--- src/hw/rtl/dcf_pkg.sv ---
// Shared types and constants for the drive command frame decoder
`timescale 1ns / 1ps

package dcf_pkg;

  localparam logic [1:0] RegHeaderFirst  = 2'd0;
  localparam logic [1:0] RegHeaderSecond = 2'd1;
  localparam logic [1:0] RegLinearGain   = 2'd2;
  localparam logic [1:0] RegAngularGain  = 2'd3;

  localparam logic [7:0]  HeaderFirstRst  = 8'hAA;
  localparam logic [7:0]  HeaderSecondRst = 8'h55;
  localparam logic [15:0] LinearGainRst   = 16'd12902;
  localparam logic [15:0] AngularGainRst  = 16'd4567;

  // Classified frame word handed from the parser to the executor
  typedef struct packed {
    logic        ok;
    logic [31:0] lin_bits;
    logic [31:0] turn_bits;
  } frame_t;

  typedef struct packed {
    logic   push;
    frame_t frame;
  } push_t;

endpackage

--- src/hw/rtl/dcf_front.sv ---
// Header hunt, payload collection and checksum check
`timescale 1ns / 1ps

module dcf_front (
  input  logic           clk_i,
  input  logic           rst_ni,
  input  logic           in_valid_i,
  output logic           in_stall_o,
  input  logic [7:0]     rx_byte_i,
  input  logic [7:0]     header_first_i,
  input  logic [7:0]     header_second_i,
  input  logic           q_full_i,
  output dcf_pkg::push_t push_o
);

  localparam logic [3:0] PosHunt   = 4'd0;
  localparam logic [3:0] PosSecond = 4'd1;
  localparam logic [3:0] PosFirstP = 4'd2;
  localparam logic [3:0] PosLastP  = 4'd10;

  logic [3:0]  pos_q, pos_d;
  logic [7:0]  sum_q, sum_d;
  logic [63:0] payload_q, payload_d;
  logic        take;

  assign in_stall_o = q_full_i;
  assign take       = in_valid_i && !q_full_i;

  always_comb begin
    pos_d     = pos_q;
    sum_d     = sum_q;
    payload_d = payload_q;
    push_o.push           = 1'b0;
    push_o.frame.ok       = (sum_q == rx_byte_i);
    push_o.frame.lin_bits  = payload_q[31:0];
    push_o.frame.turn_bits = payload_q[63:32];
    if (take) begin
      if (pos_q == PosSecond) begin
        pos_d = (rx_byte_i == header_second_i) ? PosFirstP : PosHunt;
        sum_d = 8'd0;
      end else if (pos_q < PosFirstP || pos_q > PosLastP) begin
        pos_d = (rx_byte_i == header_first_i) ? PosSecond : PosHunt;
      end else if (pos_q != PosLastP) begin
        sum_d     = sum_q + rx_byte_i;
        payload_d = {rx_byte_i, payload_q[63:8]};
        pos_d     = pos_q + 4'd1;
      end else begin
        push_o.push = 1'b1;
        pos_d       = PosHunt;
        sum_d       = 8'd0;
      end
    end
  end

  always_ff @(posedge clk_i or negedge rst_ni) begin
    if (!rst_ni) begin
      pos_q <= PosHunt;
      sum_q <= 8'd0;
    end else begin
      pos_q <= pos_d;
      sum_q <= sum_d;
    end
  end

  always_ff @(posedge clk_i) begin
    payload_q <= payload_d;
  end

endmodule

--- src/hw/rtl/dcf_queue.sv ---
// Two-entry queue of frame words between parser and executor
`timescale 1ns / 1ps

module dcf_queue (
  input  logic            clk_i,
  input  logic            rst_ni,
  input  dcf_pkg::push_t  push_i,
  output logic            full_o,
  input  logic            pop_i,
  output logic            valid_o,
  output dcf_pkg::frame_t frame_o
);

  localparam int Depth = 2;
  localparam int PtrW  = $clog2(Depth);
  localparam int CntW  = $clog2(Depth + 1);

  dcf_pkg::frame_t mem_q [Depth];
  logic [PtrW-1:0] wr_q, rd_q;
  logic [CntW-1:0] cnt_q;
  logic            do_push, do_pop;

  assign full_o  = (cnt_q == CntW'(Depth));
  assign valid_o = (cnt_q != '0);
  assign frame_o = mem_q[rd_q];
  assign do_push = push_i.push && !full_o;
  assign do_pop  = pop_i && valid_o;

  always_ff @(posedge clk_i or negedge rst_ni) begin
    if (!rst_ni) begin
      wr_q  <= '0;
      rd_q  <= '0;
      cnt_q <= '0;
    end else begin
      if (do_push) wr_q <= (wr_q == PtrW'(Depth - 1)) ? '0 : wr_q + 1'b1;
      if (do_pop)  rd_q <= (rd_q == PtrW'(Depth - 1)) ? '0 : rd_q + 1'b1;
      unique case ({do_push, do_pop})
        2'b10:   cnt_q <= cnt_q + 1'b1;
        2'b01:   cnt_q <= cnt_q - 1'b1;
        default: cnt_q <= cnt_q;
      endcase
    end
  end

  always_ff @(posedge clk_i) begin
    if (do_push) mem_q[wr_q] <= push_i.frame;
  end

endmodule

--- src/hw/rtl/dcf_back.sv ---
// Float conversion, gain multiply, mix, clamp and held commands
`timescale 1ns / 1ps

module dcf_back (
  input  logic            clk_i,
  input  logic            rst_ni,
  input  logic            q_valid_i,
  input  dcf_pkg::frame_t q_frame_i,
  output logic            q_pop_o,
  input  logic [15:0]     linear_gain_i,
  input  logic [15:0]     angular_gain_i,
  output logic            out_valid_o,
  input  logic            out_stall_i,
  output logic            frame_ok_o,
  output logic [7:0]      left_cmd_o,
  output logic [7:0]      right_cmd_o
);

  localparam logic [7:0] ExpInf  = 8'd255;
  localparam logic [7:0] ExpSat  = 8'd142;
  localparam logic [7:0] ExpUnit = 8'd134;
  localparam logic [7:0] ExpLow  = 8'd110;
  localparam logic signed [31:0] QMax = 32'sh7FFF_FFFF;
  localparam logic signed [31:0] QMin = 32'sh8000_0000;
  localparam logic signed [49:0] ClampPos = 50'sd1677721600;
  localparam logic signed [49:0] ClampNeg = -50'sd1677721600;

  function automatic logic signed [31:0] f2q(input logic [31:0] bits);
    logic        neg;
    logic [7:0]  ex;
    logic [31:0] man;
    logic [31:0] mag;
    logic [4:0]  sh;
    neg = bits[31];
    ex  = bits[30:23];
    man = {8'd0, 1'b1, bits[22:0]};
    mag = '0;
    sh  = '0;
    if (ex == ExpInf) begin
      if (bits[22:0] != '0) f2q = '0;
      else f2q = neg ? QMin : QMax;
    end else if (ex == 8'd0) begin
      f2q = '0;
    end else if (ex >= ExpSat) begin
      f2q = neg ? QMin : QMax;
    end else begin
      if (ex >= ExpUnit) begin
        sh  = 5'(ex - ExpUnit);
        mag = man << sh;
      end else if (ex > ExpLow) begin
        sh  = 5'(ExpUnit - ex);
        mag = man >> sh;
      end
      f2q = neg ? -$signed(mag) : $signed(mag);
    end
  endfunction

  logic adv;

  logic                s1_valid_q, s1_ok_q;
  logic signed [31:0]  s1_lin_q, s1_turn_q;
  logic                s2_valid_q, s2_ok_q;
  logic signed [48:0]  s2_lterm_q, s2_aterm_q;
  logic                s3_valid_q, s3_ok_q;
  logic signed [49:0]  s3_left_q, s3_right_q;

  logic                out_valid_q, frame_ok_q;
  logic [7:0]          left_q, right_q, held_l_q, held_r_q;
  logic [7:0]          left_d, right_d;

  function automatic logic [7:0] to_pct(input logic signed [49:0] v);
    logic signed [49:0] c;
    logic [31:0]        m;
    logic [7:0]         p;
    if (v > ClampPos)      c = ClampPos;
    else if (v < ClampNeg) c = ClampNeg;
    else                   c = v;
    m = c[49] ? 32'(-c) : c[31:0];
    p = m[31:24];
    to_pct = c[49] ? -p : p;
  endfunction

  assign adv     = !out_valid_q || !out_stall_i;
  assign q_pop_o = adv && q_valid_i;

  assign left_d  = s3_ok_q ? to_pct(s3_left_q)  : held_l_q;
  assign right_d = s3_ok_q ? to_pct(s3_right_q) : held_r_q;

  always_ff @(posedge clk_i or negedge rst_ni) begin
    if (!rst_ni) begin
      s1_valid_q  <= 1'b0;
      s2_valid_q  <= 1'b0;
      s3_valid_q  <= 1'b0;
      out_valid_q <= 1'b0;
      held_l_q    <= 8'd0;
      held_r_q    <= 8'd0;
    end else if (adv) begin
      s1_valid_q  <= q_valid_i;
      s2_valid_q  <= s1_valid_q;
      s3_valid_q  <= s2_valid_q;
      out_valid_q <= s3_valid_q;
      if (s3_valid_q) begin
        held_l_q <= left_d;
        held_r_q <= right_d;
      end
    end
  end

  always_ff @(posedge clk_i) begin
    if (adv) begin
      s1_ok_q    <= q_frame_i.ok;
      s1_lin_q   <= f2q(q_frame_i.lin_bits);
      s1_turn_q  <= f2q(q_frame_i.turn_bits);
      s2_ok_q    <= s1_ok_q;
      s2_lterm_q <= s1_lin_q * $signed({1'b0, linear_gain_i});
      s2_aterm_q <= s1_turn_q * $signed({1'b0, angular_gain_i});
      s3_ok_q    <= s2_ok_q;
      s3_left_q  <= 50'(s2_lterm_q) - 50'(s2_aterm_q);
      s3_right_q <= 50'(s2_lterm_q) + 50'(s2_aterm_q);
      frame_ok_q <= s3_ok_q;
      left_q     <= left_d;
      right_q    <= right_d;
    end
  end

  assign out_valid_o = out_valid_q;
  assign frame_ok_o  = frame_ok_q;
  assign left_cmd_o  = left_q;
  assign right_cmd_o = right_q;

endmodule

--- src/hw/rtl/drive_command_frame_to_wheel_percent.sv ---
// Top level of the drive command frame decoder
//
//   word     | direction | contents
//   rx byte  | in        | rx_byte_i
//   result   | out       | frame_ok_o, left_cmd_o, right_cmd_o
//   config   | in        | cfg_we_i, cfg_idx_i, cfg_data_i
//
// One byte is taken every cycle unless the queue is full; the parser holds frame
// position, checksum and payload. After the checksum byte a result passes the queue
// and the back end (convert, multiply, mix, clamp), one frame per cycle unless the output stalls.
// A two-frame queue parts parser and back end; bytes stall only when it is full.
// Reset returns the parser to hunting, clears held commands, loads default registers.
`timescale 1ns / 1ps

module drive_command_frame_to_wheel_percent (
  input  logic        clk_i,
  input  logic        rst_ni,
  input  logic        in_valid_i,
  output logic        in_stall_o,
  input  logic [7:0]  rx_byte_i,
  output logic        out_valid_o,
  input  logic        out_stall_i,
  output logic        frame_ok_o,
  output logic [7:0]  left_cmd_o,
  output logic [7:0]  right_cmd_o,
  input  logic        cfg_we_i,
  input  logic [1:0]  cfg_idx_i,
  input  logic [15:0] cfg_data_i
);

  logic [7:0]  hdr_first_q, hdr_second_q;
  logic [15:0] lin_gain_q, ang_gain_q;

  always_ff @(posedge clk_i or negedge rst_ni) begin
    if (!rst_ni) begin
      hdr_first_q  <= dcf_pkg::HeaderFirstRst;
      hdr_second_q <= dcf_pkg::HeaderSecondRst;
      lin_gain_q   <= dcf_pkg::LinearGainRst;
      ang_gain_q   <= dcf_pkg::AngularGainRst;
    end else if (cfg_we_i) begin
      unique case (cfg_idx_i)
        dcf_pkg::RegHeaderFirst:  hdr_first_q  <= cfg_data_i[7:0];
        dcf_pkg::RegHeaderSecond: hdr_second_q <= cfg_data_i[7:0];
        dcf_pkg::RegLinearGain:   lin_gain_q   <= cfg_data_i;
        dcf_pkg::RegAngularGain:  ang_gain_q   <= cfg_data_i;
        default:                  lin_gain_q   <= lin_gain_q;
      endcase
    end
  end

  dcf_pkg::push_t  push;
  dcf_pkg::frame_t q_frame;
  logic            q_full, q_valid, q_pop;

  dcf_front u_front (
    .clk_i           (clk_i),
    .rst_ni          (rst_ni),
    .in_valid_i      (in_valid_i),
    .in_stall_o      (in_stall_o),
    .rx_byte_i       (rx_byte_i),
    .header_first_i  (hdr_first_q),
    .header_second_i (hdr_second_q),
    .q_full_i        (q_full),
    .push_o          (push)
  );

  dcf_queue u_queue (
    .clk_i   (clk_i),
    .rst_ni  (rst_ni),
    .push_i  (push),
    .full_o  (q_full),
    .pop_i   (q_pop),
    .valid_o (q_valid),
    .frame_o (q_frame)
  );

  dcf_back u_back (
    .clk_i          (clk_i),
    .rst_ni         (rst_ni),
    .q_valid_i      (q_valid),
    .q_frame_i      (q_frame),
    .q_pop_o        (q_pop),
    .linear_gain_i  (lin_gain_q),
    .angular_gain_i (ang_gain_q),
    .out_valid_o    (out_valid_o),
    .out_stall_i    (out_stall_i),
    .frame_ok_o     (frame_ok_o),
    .left_cmd_o     (left_cmd_o),
    .right_cmd_o    (right_cmd_o)
  );

endmodule

--- config.mk ---
export PLATFORM = sky130hd
export DESIGN_NAME = drive_command_frame_to_wheel_percent
export DESIGN_NICKNAME = d
export VERILOG_FILES = /design/src/hw/rtl/dcf_pkg.sv /design/src/hw/rtl/dcf_front.sv /design/src/hw/rtl/dcf_queue.sv /design/src/hw/rtl/dcf_back.sv /design/src/hw/rtl/drive_command_frame_to_wheel_percent.sv
export SDC_FILE = /design/constraint.sdc
export NUM_CORES = 2
export LEC_CHECK = 0
export ABC_AREA = 1
export BUFFER_PORTS_ARGS = -buffer_cell sky130_fd_sc_hd__buf_2
export CORE_AREA = 4 4 449 451
export DETAILED_ROUTE_END_ITERATION = 8
export DIE_AREA = 0 0 453 455
export PLACE_DENSITY = 0.52
export SETUP_SLACK_MARGIN = 0.1
export SLEW_MARGIN = 20
export SYNTH_ARGS = -nofsm -noshare
export SYNTH_HDL_FRONTEND = slang
export SYNTH_SLANG_ARGS = --single-unit
export TNS_END_PERCENT = 10
--- constraint.sdc ---
create_clock -name clk_i -period 11.8 [get_ports clk_i]
set_clock_uncertainty 0.05 [all_clocks]
set_input_delay 2.95 -clock clk_i [delete_from_list [all_inputs] [get_ports clk_i]]
set_output_delay 2.95 -clock clk_i [all_outputs]
set_load 0.005 [all_outputs]
; ---- After elaboration in Yosys (flattened, before gate mapping)
; Memories as Yosys holds them, arrays and structs flattened.
; Cells that the tools add are included.
; Widths: inputs -> output; s select.
[totals]
reg_bits = 430
latchBits = 0
ramBits = 130
mem_bits_ro = 0
inputBits = 31
output_inout_bits = 19
memories = 1
[mem_list]
columns = name, words, word_bits, rd, rd_clocked_by_memory_dff, write_ports, line
row1 = u_queue.mem_q, 2, 65, 1, 0, 1, dcf_queue.sv:18  ; dcf_pkg::frame_t mem_q [Depth];
[op_classes]
add_sub_neg = 18
mul = 2
div = 0
order_cmp = 12
n_eq_ne = 14
shifts = 4
mux = 51
bitwise_logic = 2
n_reduce_logical = 23
[ops]
columns = cell, n
row1 = $mux 32, 26
row2 = $mux 50, 4
row3 = $neg 32->32, 4
row4 = $gt 50x32->1 const B, 2
row5 = $lt 50x32->1 const B, 2
row6 = $mul 32x17->49, 2
row7 = $shl 24x5->32, 2
row8 = $shr 24x5->32, 2
row9 = $mux 8, 7
row10 = $add 49x49->50, 1
row11 = $sub 49x49->50, 1
row12 = $reduce_bool 23->1, 2
row13 = $ge 8x8->1 const B, 4
row14 = $eq 8x8->1, 3
row15 = $eq 8x8->1 const B, 2
row16 = $gt 8x7->1 const B, 2
row17 = $logic_not 8->1, 2
row18 = $neg 8->8, 2
row19 = $mux 4, 3
row20 = $reduce_and 2->1, 6
row21 = $sub 3x5->5 const A, 2
row22 = $sub 5x3->5 const B, 2
row23 = $mux 1, 9
row24 = $add 8x8->8, 1
row25 = 20 further kinds, 33

; ---- Longest topological paths before layout
; An unclocked memory read counts as a cell.
[depth]
depth_word = 14
mapped_depth = 33

; ---- Modules after synthesis
; From an unflattened synthesis, not the netlist that was laid out.
[hier_totals]
cells_unflattened = 9523
area_unflattened_um2 = 73640.6
[by_module_without_submodules]
columns = module, n_inst, cells_each, area_each_um2, seq_area_each_um2
row1 = dcf_back, 1, 8688, 63442.1, 8938.6
row2 = dcf_queue, 1, 371, 4944.7, 4003.8
row3 = dcf_front, 1, 249, 3155.5, 2222.1
row4 = drive_command_frame_to_wheel_percent, 1, 215, 2098.3, 1229.9

; ---- Least setup slack after synthesis
; Ideal clock, no wire load.
[synth_path]
path_type = input-to-reg
start = input port out_stall_i
end = register u_queue.cnt_q[1]
setup_ns = 0.131
arrival_time_ns = 10.644
slack_ns = 0.975
path_stages = 7
n_path_buf = 0
cell_sequence = nand2_1 inv_1 nor2_1 ha_1 a21oi_1 o21ai_0 xor2_1
[synth_via]
elab_chain_len = 6
elab_cells_between_ends = 8
cone_classes = eq/ne (2) / mux (1) / reduce/logical (5)
[synth_lines]
columns = item, line
row1 = start: declaration, drive_command_frame_to_wheel_percent.sv:22  ; input logic out_stall_i,
row2 = $logic_not 1->1 (*), dcf_back.sv:83  ; assign adv = !out_valid_q || !out_stall_i;
row3 = $logic_or 1x1->1 (*), dcf_back.sv:83
row4 = $logic_and 1x1->1 (*), dcf_back.sv:84  ; assign q_pop_o = adv && q_valid_i;
row5 = $logic_and 1x1->1 (*), dcf_queue.sv:27  ; assign do_pop = pop_i && valid_o;
row6 = net u_queue.do_pop, dcf_queue.sv:21  ; logic do_push, do_pop;
row7 = $eq 2x1->1 or $eq 2x2->1 (tied branches), dcf_queue.sv:37  ; unique case ({do_push, do_pop})
row8 = $pmux 2 s2 or $reduce_bool 2->1 (tied branches), --
row9 = end signal: assignment, dcf_queue.sv:38  ; 2'b10: cnt_q <= cnt_q + 1'b1;
row10 = end signal: assignment, dcf_queue.sv:39  ; 2'b01: cnt_q <= cnt_q - 1'b1;
row11 = end signal: assignment, dcf_queue.sv:40  ; default: cnt_q <= cnt_q;
row12 = end: declaration, dcf_queue.sv:20  ; logic [CntW-1:0] cnt_q;
; Mark *: on every way through the listed nets, which the timed path passes. The rest lies on a longest branch.
; A chain may end at the register's enable or synchronous reset.

; ---- Worst setup path in the final report
[layout_path]
start = register ang_gain_q[2]
end = register u_back.s2_aterm_q[45], data pin
[layout_via]
elab_chain_len = 1
[layout_lines]
columns = item, line
row1 = start: declaration, drive_command_frame_to_wheel_percent.sv:32  ; logic [15:0] lin_gain_q, ang_gain_q;
row2 = start signal: assignment, drive_command_frame_to_wheel_percent.sv:39  ; ang_gain_q <= dcf_pkg::AngularGainRst;
row3 = start signal: assignment, drive_command_frame_to_wheel_percent.sv:45  ; dcf_pkg::RegAngularGain: ang_gain_q <= cfg_data_i;
row4 = $mul 32x17->49, dcf_back.sv:116  ; s2_aterm_q <= s1_turn_q * $signed({1'b0, angular_gain_i});
row5 = end signal: assignment, dcf_back.sv:116
row6 = end: declaration, dcf_back.sv:63  ; logic signed [48:0] s2_lterm_q, s2_aterm_q;
; No other way between the ends.

==> flow_summary.ini <==
[outcome]
status = completed

[synthesis]
yosys_register_bits = 559
synthDistinctLibCells = 67
synth_area_leader_cell = fa_1
synth_compound_area_share_pct = 6.770
ys_warn_count = 0
synth_top_area_share_pct = 26.99
synth_edf_count = 475
async_flop_share_pct = 15.03
synth_mux_area_share_pct = 0
synth.area.top_cells = fa_1 (27%), edfxtp_1 (20%), nand2_1 (12%), inv_1 (12%), ha_1 (6.2%)
ys_seq_area_share_pct = 22.53
synthesis.nets = 10719
syn_avg_cell_area_um2 = 7.783
synth_top_family_by_area = adder cells
synth.top_cells.by_count = nand2_1 (2398), inv_1 (2245), fa_1 (981), nand3_1 (542), edfxtp_1 (475)
synth_most_common_cell = nand2_1
synth_area_um2 = 72770
synthSimpleGateAreaFrac_pct = 20.32
synthFlopType = edfxtp_1
syn-instance-count = 9349
synth_xor_area_share_pct = 2.911
synth_fa_ha_area_share_pct = 33.14

[clock_network]
cts_tree = done
cts_num_sinks = 559
clk_pin_slew_ps = 70
ctsResizeCount = 0
cts_setup_buffers = 0
ctsHoldBuffers = 0
clk_latency_ps = 710
numCtsBuffers = 69
ctsLongestPathBuffers = 3
h-tree-depth = 3
cts_root_buf = clkbuf_16

[global_routing]
first_global_vias = 59669
antenna_found_initial = 11
grt_pass1_wl_um = 344400
track_usage_pct = 21.33
gr-total-overflow = 0
grt_max_degree = 151

[timing]
worst_slew_pin_slew_ps = 1090
fin_ws_ps = 4435
tns_ps = 0
setup_viol = 0
layout_min_cycle_time_ps = 7365
max_freq_ghz = 0.1358
hold_viol = 0
drv_slew = 0
slew_headroom_pct = 26.57
period_share_pct = 62.42
rsz0062_at_grt = no

[critical_path]
critPathRequiredTime_ps = 12160
critPathLaunchType = register
crit_path_top_delay_cell = dfstp_2
path_common_cell = fa_1
crit_path_end_kind = register
worst-setup-path-type = reg2reg
critPathArrivalTime_ps = 7730
critPathMaxFanout = 33
critical-path-max-stage-delay_ps = 1070
path_cells = nand2_1 -> fa_1 -> fa_1 -> inv_1 -> fa_1 -> inv_1 -> fa_1 -> fa_1 -> fa_1 -> inv_1 -> ha_1 -> nand2_1 -> o21ai_0 -> inv_1 -> nand2_1 -> nand2_1 -> nand2_1 -> a21boi_0 -> o21ai_0 -> a21boi_0 -> nor2_1 -> a21oi_1 -> xor2_1

[cells_and_area]
register_area_um2 = 16410
drive_gt1_share_pct = 4.070
multiInputGateArea_um2 = 45990
fill_cells = 20375
area_growth_pct = 6.314
fin_area_um2 = 77360
fin_nets = 10456

[die]
start_util_pct = 36.90
coreArea_um2 = 197200
die_h_um = 455
io_pins = 50
rows = 163
die_x_um = 453
die_area_um2 = 206100

[hold_path]
hold_class = reg2reg

[run]
max-cap-violations = 0

[routing]
drc_errors = 0
postRouteWirelength_um = 217300
dr.first_iter.drc_count = 4351
vias = 57509
drtAntennaViolNets = 0
vias_per_cell = 4.880
dr.pass1.iters = 6
post_drt_wl_per_cell_um = 18.44

[placement]
place.gp.congestion = 0.9325
preCtsSetupSlack_ps = 4531
place_area_um2 = 74910
port_buffers = 49
hpwl_um = 170400
## sequential cells by signal, summed over array words and instances, names as in the netlist, 2 cells and up
register	count
ang_gain_q	16
hdr_first_q	8
hdr_second_q	8
lin_gain_q	16
u_back.held_l_q	8
u_back.held_r_q	8
u_back.left_cmd_o	8
u_back.right_cmd_o	8
u_back.s1_lin_q	32
u_back.s1_turn_q	32
u_back.s2_aterm_q	49
u_back.s2_lterm_q	49
u_back.s3_left_q	49
u_back.s3_right_q	50
u_front.payload_q	64
u_front.pos_q	4
u_front.sum_q	8
u_queue.cnt_q	2
u_queue.mem_q	130
## kinds of logic after synthesis
logic type	count (synthesis)
AO/OA/AOI/OAI	884
XOR/XNOR	235
adder cells (fa/ha/maj)	1339
buffers and inverters	2721
flip-flops	559
AND/OR/NAND/NOR	3611
## stage by stage
| step | hold WS (ps) | util [%] | instances |
|---|---|---|---|
| 3_3_place_gp | 359.4 | 37.98 | 11655 |
| 5_1_grt | 379.5 | 39.23 | 11784 |
| 6_report | 369.8 | 39.23 | 11785 |
| 3_5_place_dp | 354.5 | 37.98 | 11655 |
| 2_1_floorplan | 350.3 | - | 9349 |
| 4_1_cts | 370.6 | 39.21 | 11781 |
## routing by layer
layer,share of wire (%),vias up,track usage (%)
li1,-,27564,-
met1,45,28125,29.22
met2,47,1517,35.91
met3,4.9,303,2.486
met4,2.8,0,5.644
met5,0,-,0
## cells in the final DEF (no fill, tap or decap), types with 10 or more instances in the layout
cell type,count
nand2_1,2397
inv_1,2244
fa_1,981
nand3_1,541
edfxtp_1,475
nor2_1,470
ha_1,358
a21oi_1,340
o21ai_0,248
xor2_1,169
o21ai_1,82
a31oi_1,72
clkbuf_16,69
xnor2_1,61
dfrtp_1,53
buf_2,48
buf_4,48
nand4_1,43
nor3_1,42
inv_2,38
o211ai_1,31
dfstp_2,23
o21a_1,21
nand2_2,21
o21ai_2,17
clkinv_1,17
o31ai_1,16
nor4_1,14
or2_2,14
nor2_2,14
a21boi_0,10
o221ai_1,10
nor2_4,10
## path summary, 6_finish.rpt
check	start	endpoint	slack (ps)	depth (start not counted)
setup / recovery	ang_gain_q[2]	u_back.s2_aterm_q[45]	4430	23
hold / removal	u_back.s2_ok_q	u_back.s3_ok_q	370	0
setup reg to reg	ang_gain_q[2]	u_back.s2_aterm_q[45]	4430	23
hold reg to reg	u_back.s2_ok_q	u_back.s3_ok_q	370	0
max in group asynchronous	rst_ni	u_queue.rd_q	8140	2
min in group asynchronous	rst_ni	u_back.held_r_q[1]	2190	1
## critical path: cells and delay by family (launching register included)
kind | cells | cell delay (ps)
XOR/XNOR | 1 | 150
AO/OA/AOI/OAI | 5 | 1300
buffers and inverters | 4 | 240
adder cells (fa/ha/maj) | 7 | 3470
flip-flops | 1 | 1070
AND/OR/NAND/NOR | 6 | 750
## layout make-up
cell class,instances,area share [%]
Timing Repair Buffer,97,0.8022
Multi-Input combinational cell,6069,59.45
Clock buffer,78,2.276
Antenna cell,4,0.01294
Inverter,2290,11.12
Clock inverter,48,0.8637
Tap cell,2640,4.270
Sequential cell,559,21.21
Power is left out: the tool's default activity adds up to more than one toggle a clock period on the data nets, which glitch-free logic cannot reach.
